<file path="config.mk">
export PLATFORM = sky130hd
export DESIGN_NAME = thread_scheduler_mutex_queues
export DESIGN_NICKNAME = d
export VERILOG_FILES = /design/src/hw/rtl/tsmq_pkg.sv /design/src/hw/rtl/tsmq_ctrl.sv /design/src/hw/rtl/tsmq_datapath.sv /design/src/hw/rtl/thread_scheduler_mutex_queues.sv
export SDC_FILE = /design/constraint.sdc
export NUM_CORES = 1
export LEC_CHECK = 0
export BUFFER_PORTS_ARGS = -buffer_cell sky130_fd_sc_hd__buf_2
export CAP_MARGIN = 20
export CORE_ASPECT_RATIO = 1.5
export CORE_MARGIN = 5
export CORE_UTILIZATION = 39
export CTS_BUF_LIST = sky130_fd_sc_hd__clkbuf_4 sky130_fd_sc_hd__clkbuf_8
export CTS_CLUSTER_DIAMETER = 200
export DETAILED_ROUTE_END_ITERATION = 8
export SLEW_MARGIN = 20
export SYNTH_ARGS = -nofsm -noshare
export SYNTH_HDL_FRONTEND = slang
export SYNTH_HIERARCHICAL = 1
export SYNTH_SLANG_ARGS = --single-unit
</file>
<file path="constraint.sdc">
create_clock -name clk -period 9.1 [get_ports clk]
set_input_delay 0.91 -clock clk [delete_from_list [all_inputs] [get_ports clk]]
set_output_delay 0.91 -clock clk [all_outputs]
set_load 0.005 [all_outputs]
</file>
<file path="src/hw/rtl/tsmq_pkg.sv">
// Shared types and constants for the thread scheduler with mutex wait queues.
// Used by tsmq_ctrl, tsmq_datapath and thread_scheduler_mutex_queues.
`timescale 1ns / 1ps

package tsmq_pkg;

  // Default pool size and mutex count
  localparam int TSMQ_THREAD_COUNT = 4;
  localparam int TSMQ_MUTEX_COUNT  = 4;

  // Fixed field widths
  localparam int TSMQ_ACT_W  = 3;
  localparam int TSMQ_WORD_W = 16;

  // Scheduling events
  typedef enum logic [TSMQ_ACT_W-1:0] {
    ACT_SPAWN  = 3'd0,
    ACT_YIELD  = 3'd1,
    ACT_LOCK   = 3'd2,
    ACT_UNLOCK = 3'd3,
    ACT_EXIT   = 3'd4
  } tsmq_action_t;

  // Result status codes
  typedef enum logic [1:0] {
    ST_OK          = 2'd0,
    ST_NO_FREE     = 2'd1,
    ST_READY_EMPTY = 2'd2,
    ST_MAIN_EXIT   = 2'd3
  } tsmq_status_t;

  // Decoded queue operation, fixed at accept time
  typedef enum logic [2:0] {
    OP_NONE,
    OP_SPAWN,
    OP_YIELD,
    OP_LOCK_TAKE,
    OP_LOCK_BLOCK,
    OP_UNLOCK_PASS,
    OP_UNLOCK_CLEAR,
    OP_EXIT
  } tsmq_op_t;

  // Controller to datapath commands
  typedef struct packed {
    logic capture;  // latch the transaction and issue table reads
    logic commit;   // write back queue state and load the result register
  } tsmq_cmd_t;

endpackage

</file>
<file path="src/hw/rtl/tsmq_ctrl.sv">
// Controller for the thread scheduler: accept / execute sequencing and result valid.
// Depends on tsmq_pkg.
`timescale 1ns / 1ps

module tsmq_ctrl import tsmq_pkg::*; (
  input  logic      clk,
  input  logic      rst_n,
  input  logic      in_valid,
  output logic      in_ready,
  output logic      out_valid,
  input  logic      out_ready,
  output tsmq_cmd_t cmd_o
);

  typedef enum logic [1:0] {
    S_IDLE = 2'b01,
    S_EXEC = 2'b10
  } state_t;

  state_t state_r, state_nxt;
  logic   out_valid_r, out_valid_nxt;
  logic   room;

  // Result register is free, or is being emptied this cycle
  assign room = !out_valid_r || out_ready;

  // Handshake and commands
  always_comb begin
    in_ready      = (state_r == S_IDLE);
    cmd_o.capture = in_valid && in_ready;
    cmd_o.commit  = (state_r == S_EXEC) && room;
  end

  // Next state
  always_comb begin
    state_nxt = state_r;
    case (state_r)
      S_IDLE: begin
        if (cmd_o.capture) state_nxt = S_EXEC;
      end
      S_EXEC: begin
        if (cmd_o.commit) state_nxt = S_IDLE;
      end
      default: state_nxt = S_IDLE;
    endcase
  end

  // Result valid flag
  always_comb begin
    if (cmd_o.commit) begin
      out_valid_nxt = 1'b1;
    end else if (out_ready) begin
      out_valid_nxt = 1'b0;
    end else begin
      out_valid_nxt = out_valid_r;
    end
  end

  always_ff @(posedge clk) begin
    if (!rst_n) begin
      state_r     <= S_IDLE;
      out_valid_r <= 1'b0;
    end else begin
      state_r     <= state_nxt;
      out_valid_r <= out_valid_nxt;
    end
  end

  assign out_valid = out_valid_r;

  // Checks
  a_capture_exec: assert property (@(posedge clk) disable iff (!rst_n)
    cmd_o.capture |=> (state_r == S_EXEC))
    else $error("accepted transaction did not move to execute");

  a_commit_room: assert property (@(posedge clk) disable iff (!rst_n)
    cmd_o.commit |-> (!out_valid_r || out_ready))
    else $error("result overwritten while still pending");

  a_commit_valid: assert property (@(posedge clk) disable iff (!rst_n)
    cmd_o.commit |=> out_valid_r)
    else $error("committed result not presented");

  a_state_onehot: assert property (@(posedge clk) disable iff (!rst_n)
    $onehot(state_r))
    else $error("state register not one-hot");

endmodule

</file>
<file path="src/hw/rtl/tsmq_datapath.sv">
// Datapath for the thread scheduler: queue pointers, link table, thread stores
// and the result register. Depends on tsmq_pkg.
`timescale 1ns / 1ps

module tsmq_datapath import tsmq_pkg::*; #(
  parameter  int THREAD_COUNT = TSMQ_THREAD_COUNT,
  parameter  int MUTEX_COUNT  = TSMQ_MUTEX_COUNT,
  localparam int ID_W         = $clog2(THREAD_COUNT + 2),
  localparam int MX_W         = (MUTEX_COUNT > 1) ? $clog2(MUTEX_COUNT) : 1
) (
  input  logic                          clk,
  input  logic                          rst_n,
  input  tsmq_cmd_t                     cmd_i,
  input  logic [TSMQ_ACT_W-1:0]         in_action,
  input  logic [MX_W-1:0]               in_mutex_id,
  input  logic [TSMQ_WORD_W-1:0]        in_spawn_entry,
  input  logic signed [TSMQ_WORD_W-1:0] in_spawn_arg,
  output logic [ID_W-1:0]               out_running_thread,
  output logic                          out_switched,
  output logic                          out_fresh_start,
  output logic [TSMQ_WORD_W-1:0]        out_run_entry,
  output logic signed [TSMQ_WORD_W-1:0] out_run_arg,
  output logic [1:0]                    out_status
);

  localparam int             NENT    = THREAD_COUNT + 1;
  localparam int             IX_W    = $clog2(NENT);
  localparam logic [ID_W-1:0] NIL     = {ID_W{1'b1}};
  localparam logic [ID_W-1:0] MAIN_ID = ID_W'(THREAD_COUNT);

  // Thread id to table index; ids up to the main thread fit in IX_W bits
  function automatic logic [IX_W-1:0] ix(input logic [ID_W-1:0] id);
    ix = id[IX_W-1:0];
  endfunction

  // Queue state
  logic [ID_W-1:0]        link_r       [NENT];
  logic [ID_W-1:0]        free_head_r, free_head_nxt;
  logic [ID_W-1:0]        free_tail_r, free_tail_nxt;
  logic [ID_W-1:0]        ready_head_r, ready_head_nxt;
  logic [ID_W-1:0]        ready_tail_r, ready_tail_nxt;
  logic [ID_W-1:0]        wait_head_r  [MUTEX_COUNT];
  logic [ID_W-1:0]        wait_tail_r  [MUTEX_COUNT];
  logic [ID_W-1:0]        wait_head_nxt[MUTEX_COUNT];
  logic [ID_W-1:0]        wait_tail_nxt[MUTEX_COUNT];
  logic [MUTEX_COUNT-1:0] locked_r, locked_nxt;
  logic [ID_W-1:0]        cur_r, cur_nxt;
  logic [NENT-1:0]        started_r, started_nxt;

  // Thread stores, undefined until a spawn writes them
  logic [TSMQ_WORD_W-1:0] entry_mem [NENT];
  logic [TSMQ_WORD_W-1:0] arg_mem   [NENT];

  // Decode side
  logic                   m_in_range;
  logic [MX_W-1:0]        m_sel;
  logic                   w_locked;
  logic [ID_W-1:0]        w_head, w_tail;
  logic                   ready_empty;
  tsmq_op_t               op_d;
  tsmq_status_t           st_d;
  logic [ID_W-1:0]        next_d;
  logic [ID_W-1:0]        lk_ptr;
  logic [IX_W-1:0]        lk_raddr;

  // Transaction registers
  tsmq_op_t               op_r;
  tsmq_status_t           st_r;
  logic [ID_W-1:0]        next_r;
  logic [MX_W-1:0]        m_r;
  logic [ID_W-1:0]        wh_r, wt_r;
  logic [TSMQ_WORD_W-1:0] sp_entry_r, sp_arg_r;
  logic                   started_q_r;
  logic [ID_W-1:0]        link_q_r;
  logic [TSMQ_WORD_W-1:0] ent_q_r, arg_q_r;

  // Write-back side
  logic                   lk_we;
  logic [IX_W-1:0]        lk_waddr;
  logic [ID_W-1:0]        lk_wdata;
  logic                   ready_single;
  logic                   sw;
  logic                   fresh;

  // Output register
  logic [ID_W-1:0]        run_thread_r;
  logic                   switched_r, fresh_r;
  logic [TSMQ_WORD_W-1:0] run_entry_r, run_arg_r;
  logic [1:0]             status_r;

  // Mutex selection for the incoming transaction
  always_comb begin
    m_in_range  = (MX_W + 1)'(in_mutex_id) < (MX_W + 1)'(MUTEX_COUNT);
    m_sel       = m_in_range ? in_mutex_id : '0;
    w_locked    = locked_r[m_sel];
    w_head      = wait_head_r[m_sel];
    w_tail      = wait_tail_r[m_sel];
    ready_empty = (ready_head_r == NIL);
  end

  // Decode: pick the operation, the next thread and the queue head to pop
  always_comb begin
    op_d   = OP_NONE;
    st_d   = ST_OK;
    next_d = cur_r;
    lk_ptr = ready_head_r;
    case (in_action)
      ACT_SPAWN: begin
        lk_ptr = free_head_r;
        if (free_head_r == NIL) begin
          st_d = ST_NO_FREE;
        end else begin
          op_d = OP_SPAWN;
        end
      end
      ACT_YIELD: begin
        if (!ready_empty) begin
          op_d   = OP_YIELD;
          next_d = ready_head_r;
        end
      end
      ACT_LOCK: begin
        if (m_in_range) begin
          if (!w_locked) begin
            op_d = OP_LOCK_TAKE;
          end else if (ready_empty) begin
            st_d = ST_READY_EMPTY;
          end else begin
            op_d   = OP_LOCK_BLOCK;
            next_d = ready_head_r;
          end
        end
      end
      ACT_UNLOCK: begin
        lk_ptr = w_head;
        if (m_in_range) begin
          if (w_head != NIL) begin
            op_d   = OP_UNLOCK_PASS;
            next_d = w_head;
          end else begin
            op_d = OP_UNLOCK_CLEAR;
          end
        end
      end
      ACT_EXIT: begin
        if (cur_r == MAIN_ID) begin
          st_d = ST_MAIN_EXIT;
        end else if (ready_empty) begin
          st_d = ST_READY_EMPTY;
        end else begin
          op_d   = OP_EXIT;
          next_d = ready_head_r;
        end
      end
      default: ;
    endcase
    lk_raddr = (lk_ptr == NIL) ? '0 : ix(lk_ptr);
  end

  // Latch the transaction and its table reads
  always_ff @(posedge clk) begin
    if (cmd_i.capture) begin
      op_r        <= op_d;
      st_r        <= st_d;
      next_r      <= next_d;
      m_r         <= m_sel;
      wh_r        <= w_head;
      wt_r        <= w_tail;
      sp_entry_r  <= in_spawn_entry;
      sp_arg_r    <= in_spawn_arg;
      started_q_r <= started_r[ix(next_d)];
      link_q_r    <= link_r[lk_raddr];
    end
  end

  // Thread stores: written on spawn, read for the thread that runs next
  always_ff @(posedge clk) begin
    if (cmd_i.commit && (op_r == OP_SPAWN)) begin
      entry_mem[ix(free_head_r)] <= sp_entry_r;
      arg_mem[ix(free_head_r)]   <= sp_arg_r;
    end
    if (cmd_i.capture) begin
      ent_q_r <= entry_mem[ix(next_d)];
      arg_q_r <= arg_mem[ix(next_d)];
    end
  end

  // Queue updates; one link write at most, the pop uses the latched link
  always_comb begin
    free_head_nxt  = free_head_r;
    free_tail_nxt  = free_tail_r;
    ready_head_nxt = ready_head_r;
    ready_tail_nxt = ready_tail_r;
    wait_head_nxt  = wait_head_r;
    wait_tail_nxt  = wait_tail_r;
    locked_nxt     = locked_r;
    started_nxt    = started_r;
    cur_nxt        = cur_r;
    lk_we          = 1'b0;
    lk_waddr       = ix(ready_tail_r);
    lk_wdata       = cur_r;
    ready_single   = (ready_head_r == ready_tail_r);
    sw             = 1'b0;
    case (op_r)
      OP_SPAWN: begin
        // pop free list, push onto ready tail
        if (free_head_r == free_tail_r) begin
          free_head_nxt = NIL;
          free_tail_nxt = NIL;
        end else begin
          free_head_nxt = link_q_r;
        end
        if (ready_head_r == NIL) begin
          ready_head_nxt = free_head_r;
        end else begin
          lk_we    = 1'b1;
          lk_waddr = ix(ready_tail_r);
          lk_wdata = free_head_r;
        end
        ready_tail_nxt                = free_head_r;
        started_nxt[ix(free_head_r)] = 1'b0;
      end
      OP_YIELD: begin
        // rotate: current to tail, head out
        lk_we          = 1'b1;
        lk_waddr       = ix(ready_tail_r);
        lk_wdata       = cur_r;
        ready_head_nxt = ready_single ? cur_r : link_q_r;
        ready_tail_nxt = cur_r;
        sw             = 1'b1;
      end
      OP_LOCK_TAKE: begin
        locked_nxt[m_r] = 1'b1;
      end
      OP_LOCK_BLOCK: begin
        if (wh_r == NIL) begin
          wait_head_nxt[m_r] = cur_r;
        end else begin
          lk_we    = 1'b1;
          lk_waddr = ix(wt_r);
          lk_wdata = cur_r;
        end
        wait_tail_nxt[m_r] = cur_r;
        if (ready_single) begin
          ready_head_nxt = NIL;
          ready_tail_nxt = NIL;
        end else begin
          ready_head_nxt = link_q_r;
        end
        sw = 1'b1;
      end
      OP_UNLOCK_PASS: begin
        // mutex stays locked and goes to the first waiter
        if (ready_head_r == NIL) begin
          ready_head_nxt = cur_r;
        end else begin
          lk_we    = 1'b1;
          lk_waddr = ix(ready_tail_r);
          lk_wdata = cur_r;
        end
        ready_tail_nxt = cur_r;
        if (wh_r == wt_r) begin
          wait_head_nxt[m_r] = NIL;
          wait_tail_nxt[m_r] = NIL;
        end else begin
          wait_head_nxt[m_r] = link_q_r;
        end
        sw = 1'b1;
      end
      OP_UNLOCK_CLEAR: begin
        locked_nxt[m_r] = 1'b0;
      end
      OP_EXIT: begin
        if (free_head_r == NIL) begin
          free_head_nxt = cur_r;
        end else begin
          lk_we    = 1'b1;
          lk_waddr = ix(free_tail_r);
          lk_wdata = cur_r;
        end
        free_tail_nxt = cur_r;
        if (ready_single) begin
          ready_head_nxt = NIL;
          ready_tail_nxt = NIL;
        end else begin
          ready_head_nxt = link_q_r;
        end
        sw = 1'b1;
      end
      default: ;
    endcase
    // switch to the chosen thread, first run marks it started
    fresh = sw && !started_q_r;
    if (sw) begin
      cur_nxt = next_r;
      if (!started_q_r) started_nxt[ix(next_r)] = 1'b1;
    end
  end

  // Queue state registers
  always_ff @(posedge clk) begin
    if (!rst_n) begin
      for (int i = 0; i < NENT; i++) begin
        link_r[i] <= (i < THREAD_COUNT - 1) ? ID_W'(i + 1) : NIL;
      end
      free_head_r  <= '0;
      free_tail_r  <= ID_W'(THREAD_COUNT - 1);
      ready_head_r <= NIL;
      ready_tail_r <= NIL;
      for (int j = 0; j < MUTEX_COUNT; j++) begin
        wait_head_r[j] <= NIL;
        wait_tail_r[j] <= NIL;
      end
      locked_r  <= '0;
      cur_r     <= MAIN_ID;
      // only main counts as started
      started_r <= {1'b1, {THREAD_COUNT{1'b0}}};
    end else if (cmd_i.commit) begin
      if (lk_we) link_r[lk_waddr] <= lk_wdata;
      free_head_r  <= free_head_nxt;
      free_tail_r  <= free_tail_nxt;
      ready_head_r <= ready_head_nxt;
      ready_tail_r <= ready_tail_nxt;
      wait_head_r  <= wait_head_nxt;
      wait_tail_r  <= wait_tail_nxt;
      locked_r     <= locked_nxt;
      cur_r        <= cur_nxt;
      started_r    <= started_nxt;
    end
  end

  // Result register
  always_ff @(posedge clk) begin
    if (cmd_i.commit) begin
      run_thread_r <= cur_nxt;
      switched_r   <= (cur_nxt != cur_r);
      fresh_r      <= fresh;
      run_entry_r  <= (cur_nxt == MAIN_ID) ? '0 : ent_q_r;
      run_arg_r    <= (cur_nxt == MAIN_ID) ? '0 : arg_q_r;
      status_r     <= st_r;
    end
  end

  assign out_running_thread = run_thread_r;
  assign out_switched       = switched_r;
  assign out_fresh_start    = fresh_r;
  assign out_run_entry      = run_entry_r;
  assign out_run_arg        = run_arg_r;
  assign out_status         = status_r;

endmodule

</file>
<file path="src/hw/rtl/thread_scheduler_mutex_queues.sv">
// Top level of the round-robin thread scheduler with mutex wait queues.
// Depends on tsmq_pkg, tsmq_ctrl and tsmq_datapath.
//
//   Channel   Handshake              Payload
//   in_       in_valid / in_ready    action, mutex_id, spawn_entry, spawn_arg
//   out_      out_valid / out_ready  running_thread, switched, fresh_start,
//                                    run_entry, run_arg, status
//
// Each transaction runs as accept then execute: the accept edge latches it and
// reads the link table and the entry/argument stores; execute writes back the
// queue pointers and loads the result register, stalling only while that register
// is full, and the pop uses the link latched at accept. A transaction can be
// accepted while the previous result is still held. Reset is synchronous, active
// low, and leaves the block ready at once with main running.
`timescale 1ns / 1ps

module thread_scheduler_mutex_queues import tsmq_pkg::*; #(
  parameter  int THREAD_COUNT = TSMQ_THREAD_COUNT,
  parameter  int MUTEX_COUNT  = TSMQ_MUTEX_COUNT,
  localparam int ID_W         = $clog2(THREAD_COUNT + 2),
  localparam int MX_W         = (MUTEX_COUNT > 1) ? $clog2(MUTEX_COUNT) : 1
) (
  input  logic                          clk,
  input  logic                          rst_n,
  input  logic                          in_valid,
  output logic                          in_ready,
  input  logic [TSMQ_ACT_W-1:0]         in_action,
  input  logic [MX_W-1:0]               in_mutex_id,
  input  logic [TSMQ_WORD_W-1:0]        in_spawn_entry,
  input  logic signed [TSMQ_WORD_W-1:0] in_spawn_arg,
  output logic                          out_valid,
  input  logic                          out_ready,
  output logic [ID_W-1:0]               out_running_thread,
  output logic                          out_switched,
  output logic                          out_fresh_start,
  output logic [TSMQ_WORD_W-1:0]        out_run_entry,
  output logic signed [TSMQ_WORD_W-1:0] out_run_arg,
  output logic [1:0]                    out_status
);

  tsmq_cmd_t cmd;

  tsmq_ctrl u_ctrl (
    .clk       (clk),
    .rst_n     (rst_n),
    .in_valid  (in_valid),
    .in_ready  (in_ready),
    .out_valid (out_valid),
    .out_ready (out_ready),
    .cmd_o     (cmd)
  );

  tsmq_datapath #(
    .THREAD_COUNT (THREAD_COUNT),
    .MUTEX_COUNT  (MUTEX_COUNT)
  ) u_datapath (
    .clk                (clk),
    .rst_n              (rst_n),
    .cmd_i              (cmd),
    .in_action          (in_action),
    .in_mutex_id        (in_mutex_id),
    .in_spawn_entry     (in_spawn_entry),
    .in_spawn_arg       (in_spawn_arg),
    .out_running_thread (out_running_thread),
    .out_switched       (out_switched),
    .out_fresh_start    (out_fresh_start),
    .out_run_entry      (out_run_entry),
    .out_run_arg        (out_run_arg),
    .out_status         (out_status)
  );

endmodule
</file>
==> results of run 1 <==
-- final timing paths --
path / from / endpoint / slack [ps] / cells after the start
min reg2reg: u_datapath/st_r[0] / u_datapath/out_status[0] / 430 / 0
max: in_mutex_id[0] / u_datapath/started_q_r / 5180 / 8
max reg2reg: u_datapath/cur_r[2] / u_datapath/started_q_r / 5490 / 7
min: u_datapath/st_r[0] / u_datapath/out_status[0] / 430 / 0
-- power by group through the flow --
stage	Combinational (uW)	Sequential, uW	Clock (uW)
floorplan	128	1860	0
global placement	174	1870	0
detailed placement	177	1870	0
CTS	177	1840	1290
global route	191	1840	1370
finish	173	1840	1250
-- metal layers --
layer  up-vias  part of all wire  GRT usage
met5         -                 0          0
met4         0             0.031     0.0614
met3        63             0.038     0.0244
met2       206              0.55      0.287
met1      4205              0.38      0.167
li1       3956                 -          -
-- flip-flops by register name, indices dropped and copies added, names as in the netlist, 5 cells and up, named ones only --
name	cells
u_datapath/arg_q_r	16
u_datapath/link_r	21
u_datapath/ent_q_r	16
u_datapath/sp_arg_r	16
u_datapath/out_run_arg	16
u_datapath/out_run_entry	16
u_datapath/entry_mem	80
u_datapath/wait_head_r	12
u_datapath/arg_mem	80
u_datapath/sp_entry_r	16
u_datapath/wait_tail_r	12
u_datapath/started_r	5
-- cells by family (layout without fill, tap and decap cells) --
| kind of cell | Yosys count | count (layout) | synth area share |
|---|---|---|---|
| compound gates | 170 | 170 | 0.103 |
| flops | 355 | 355 | 0.698 |
| xor+xnor | 13 | 13 | 0.00835 |
| mux | 86 | 86 | 0.0661 |
| buf+inv | 75 | 204 | 0.0268 |
| other cells | 0 | 1 | 0 |
| simple gates | 280 | 280 | 0.0977 |
-- layout by cell type (no fill, tap or decap), types with 9 or more instances in the layout --
cell and n:
o221ai_2 28, clkbuf_4 15, clkinv_1 13, nand2b_1 16
a21oi_1 17, buf_2 81, edfxtp_1 304, and2_1 36
buf_4 14, mux2i_1 72, nand3_1 17, o22ai_1 9
nand2_1 109, nor2_1 37, clkbuf_8 50, o211ai_1 19
a22oi_1 12, dfxtp_1 51, o21ai_0 13, inv_1 17
nor2b_1 15
-- critical path, stage by stage --
cell     delay, ps
buf_2          250
mux4_2         610
and3_4         210
or4_4          530
nand2_4        310
buf_4          750
mux2_1         390
a211o_1        280
-- cell type report --
cell class,instances,area (um^2),share of cell area
repair buffers,95,510,0.0312
multi-input cells,549,4040,0.247
inverters,18,67.6,0.00412
clock buffers,65,801,0.0489
well taps,484,606,0.0370
flip-flops and latches,355,10100,0.620
diodes,1,2.50,0.000153
clock inverters,26,204,0.0124
-- Yosys cell counts (5+ instances only) --
library cell / n / share of area
and3_1: 5 / 0.0022
edfxtp_1: 304 / 0.63
nand3_1: 17 / 0.0059
and2_1: 36 / 0.015
nor3b_1: 9 / 0.0046
o22ai_1: 10 / 0.0043
mux4_2: 6 / 0.0093
a21oi_1: 17 / 0.0059
mux2_2: 6 / 0.0046
xor2_1: 6 / 0.0036
o21ai_0: 13 / 0.0045
nor2_1: 39 / 0.010
o211ai_1: 19 / 0.0098
xnor2_1: 6 / 0.0036
o22a_1: 6 / 0.0036
clkbuf_1: 42 / 0.011
nand2b_1: 17 / 0.0073
inv_1: 17 / 0.0044
o221ai_1: 8 / 0.0048
buf_12: 5 / 0.0069
buf_2: 6 / 0.0021
a22oi_1: 12 / 0.0062
nand2_1: 109 / 0.028
o221a_2: 8 / 0.0062
dfxtp_1: 51 / 0.070
mux2i_1: 72 / 0.050
nor2b_1: 16 / 0.0069
or4_1: 5 / 0.0026
o221ai_2: 28 / 0.029
-- per-stage QoR --
stage | worst slack (ps) | utilization | total power (uW) | cell area (um^2) | std cells
final | 5180 | 0.445 | 3260 | 16400 | 1593
after global routing | 5090 | 0.445 | 3400 | 16400 | 1593
after CTS | 5180 | 0.445 | 3310 | 16400 | 1592
after detailed placement | 4550 | 0.418 | 2050 | 15400 | 1501
after global placement | 4560 | 0.418 | 2050 | 15400 | 1501
after floorplan | 4190 | - | 1990 | 14500 | 979
==> metrics, run 1 <==
outcome complete, no violations; gp weighted congestion approximately 0.85; CTS resizes 0; vias per inst roughly 5.3; Worst Path Class, Setup in -> reg; Filler Cell Count 3400; distinct cell type count of the synthesized netlist 75; register bit total from synthesis approximately 360; vias in the first global route between 8000 and 9000; final setup violating endpoints 0; H-tree lvl count 2; Worst Setup End Kind register; Main synth FF type edfxtp_1; First-pass DRT Iterations 5; Setup TNS 0 ps; CTS tree done; Syn Nets 1020; max cap viols 0; total gr overflow 0; synthesis-to-layout area growth 12.7%; final hold vios 0; total number of vias about 8400; All-Layer GR Usage 0.151; Post-Syn Area ~15000 um^2; NetSw just over 700 uW; Final Max Slew Viols 0; number of port buffers between 80 and 90; maximum clock rate around 260 MHz; fin crit share 0.431; Comb power frac 0.053; crit path DAT 4250 ps; setup bufs post-CTS 0; PwrDens 199 nW/um^2; Internal Power between 2000 and 3000 uW; critical path startpoint category primary input; Leak Pwr around 0.0055 uW; unrepaired setup endpoints after global routing false; die height about 250 um; final net count ~1100; hold_buf cts 0; power share of the clock group 0.383; relative slew slack 0.388; minimum clock period about 4000 ps; WL/cell 19.9 um; antenna-violating nets left 0; Seq pwr share 0.564; DP Wirelength 19.4 mm; Peak VDD IR 0.000120 V; CTS Buffer Depth 3; cells after synthesis between 900 and 1000; ratio of cells with drive above 1 in the final layout 0.221; slew at the pin with the worst max-slew slack roughly 900 ps; CTS Buf Count 50; total core area 36800 um^2; synth warn 6; EDFF count, synth 304; HP Class reg -> reg; later-pin clock latency in the skew report just under 600 ps; fraction of the yosys area taken by sequential cells 0.698; Mapped Avg Cell Area around 15 um^2; clock sinks 355; CP Max Fanout 49; first-pass GRT wire length between 40 and 50 mm; worst path required time ~9400 ps; Die Area 41300 um^2; CTS Root Cell clkbuf_8; largest net degree at the start of global routing 64; row count 86; Clock Skew ~19 ps; routed wire length between 30 and 40 mm; die width around 170 um; Min Hold Slack approximately 430 ps; Initial Util 0.395; DRC Markers 0; Clock transition at path regs about 70 ps; I/O pin total around 80; antenna violations before repair 1; initial drt markers 432; Async SR Flop Fraction 0; switching share of power 0.222
No activity file was read; power rests on OpenSTA's default activity.
==> inputs of run 2 (changes only) <==
clock period = 4 ns   (was 9.1 ns; I/O delays follow)
==> metrics, run 2 (synthesized netlist as in run 1, its figures left out) <==
Initial Util 0.395 (unchanged); maximum clock rate roughly 320 MHz; gp weighted congestion 0.835 (-1.8%); slew at the pin with the worst max-slew slack 649 ps (-269 ps); synthesis-to-layout area growth 16.2%; R2R depth 8 (+1); largest net degree at the start of global routing 57 (-11%); Seq pwr share 0.557 (-0.007); PwrDens 444 nW/um^2 (+120%); ratio of cells with drive above 1 in the final layout 0.228 (+0.00718); total core area 36800 um^2 (unchanged); WL/cell 19.2 um (-3.5%); Min Hold Slack 143 ps (-287 ps); minimum clock period 3140 ps; Internal Power 5880 uW (+130%); antenna-violating nets left 0 (unchanged); commonest non-fill, non-tap cell in the layout edfxtp_1; outcome complete, no violations; Final Power 7500 uW (+130%); vias in the first global route 8838 (+0.79%); Sequential Area 10100 um^2 (unchanged); CP Max Fanout 37 (-24%); routed wire length 31.4 mm (-0.81%); Filler Cell Count 3303 (-2.9%); Final Non-Filler Cells 1637 (+2.8%); All-Layer GR Usage 0.151 (about the same); crit path DAT 3430 ps (-820 ps); Worst Setup EP u_datapath/ent_q_r[14]; row count 86 (unchanged); CTS Buf Count 50 (unchanged); total gr overflow 0 (unchanged); later-pin clock latency in the skew report 580 ps (about the same); unrepaired setup endpoints after global routing false; HP Class in -> reg; final setup violating endpoints 0 (unchanged); largest registers u_datapath/arg_mem: 80 flops, u_datapath/entry_mem: 80 flops, u_datapath/link_r: 21 flops; Die Area 41300 um^2 (unchanged); First-pass DRT Iterations 5 (unchanged); crit path from u_datapath/cur_r[2]; initial drt markers 556 (+29%); die height 246 um (unchanged); die width 168 um (unchanged); Comb power frac 0.059 (+0.006); final hold vios 0 (unchanged); DP Wirelength 19.6 mm (+1.2%); I/O pin total 82 (unchanged); Finished Core Util 0.459 (+0.0141); cell count after placement 1513 (+0.80%); relative slew slack 0.555 (+0.167); total number of vias 8567 (+1.6%); power share of the clock group 0.384 (about the same); Setup TNS 0 ps (unchanged); CTS resizes 0 (unchanged); switching share of power 0.216 (-0.00640); Worst Path Class, Setup reg -> reg; first-pass GRT wire length 49.1 mm (+0.22%); clock sinks 355 (unchanged); fin crit share 0.786; antenna violations before repair 1 (unchanged); CTS Buffer Depth 3 (unchanged); DRC Markers 0 (unchanged); CTS tree done; final net count 1154 (+4.0%); max cap viols 0 (unchanged); H-tree lvl count 2 (unchanged); FF-to-FF End u_datapath/ent_q_r[14]; flop2flop setup slack 860 ps (-4630 ps); worst path required time 4290 ps (-5140 ps); Peak VDD IR 0.000283 V (+140%); Clock transition at path regs 60 ps (about the same); Final Max Slew Viols 0 (unchanged); critical path startpoint category register; number of port buffers 81 (unchanged); Worst Setup End Kind register; Clock Skew 18.6 ps (-0.100 ps); RR Startpoint u_datapath/cur_r[2]; CTS Root Cell clkbuf_8; Multi-input gate area 4040 um^2 (about the same); Leak Pwr 0.00574 uW (+4.4%); commonest non-fill, non-tap cells in the layout edfxtp_1, nand2_1, buf_2, mux2i_1, clkbuf_8; NetSw 1620 uW (+120%); vias per inst 5.23 (-1.1%); setup bufs post-CTS 0 (unchanged)
==> run 2: changes by cell type in the layout (fill, tap and decap cells not counted), moves of 2 or more <==
cell / before / now
clkbuf_4: 15 / 20
buf_12: 0 / 6
clkbuf_8: 50 / 52
buf_4: 14 / 20
clkinv_1: 13 / 7
dlygate4sd3_1: 0 / 32
==> run 2: final cells by class <==
cell class,count,share of cell area
well taps,484,0.0358
repair buffers,139,0.0589
diodes,1,0.000148
clock inverters,19,0.0101
inverters,18,0.00400
multi-input cells,549,0.239
flip-flops and latches,355,0.601
clock buffers,72,0.0512
==> run 2: through the flow <==
stage / cell area, um^2 / worst slack, ps
after floorplan: 14500 / 480
after global placement: 15500 / 691
after detailed placement: 15500 / 604
after CTS: 16900 / 864
after global routing: 16900 / 639
final: 16900 / 857
==> run 2: what timing repair did <==
item	4_1_cts	5_1_grt
endpoints found under the setup margin	0	0
hold buffers	32	0
hold endpoints to repair	32	0
==> run 2: routing by layer <==
layer / vias up / track usage / share of wire
met3: 67 / 0.0247 / 0.038
met4: 0 / 0.0623 / 0.033
met1: 4247 / 0.173 / 0.39
met2: 222 / 0.280 / 0.54
li1: 4031 / - / -
met5: - / 0 / 0
==> run 2: worst min-delay path by stage <==
| stage | from | endpoint | slack, ps | depth (start not counted) |
|---|---|---|---|---|
| global route | out_ready | u_ctrl/out_valid | 130 | 3 |
| floorplan | u_datapath/st_r[0] | u_datapath/out_status[0] | 400 | 0 |
| detailed placement | u_datapath/st_r[1] | u_datapath/out_status[1] | 400 | 0 |
| finish | out_ready | u_ctrl/out_valid | 140 | 3 |
| CTS | out_ready | u_ctrl/out_valid | 100 | 3 |
| global placement | u_datapath/st_r[1] | u_datapath/out_status[1] | 400 | 0 |
==> run 2: power groups by stage <==
stage | logic (uW) | registers (uW) | clock network, uW
global placement | 419 | 4250 | 0
finish | 441 | 4180 | 2880
detailed placement | 422 | 4250 | 0
global route | 484 | 4180 | 3150
floorplan | 292 | 4230 | 0
CTS | 449 | 4170 | 2980
==> run 2: worst max-delay path, cell delays in order (launching register included) <==
cell and delay (ps):
dfxtp_1 720, nor3b_1 480, a21oi_1 80, o32ai_1 290, a221o_1 180, buf_4 440
nand2b_2 280, buf_12 220, o221ai_1 140
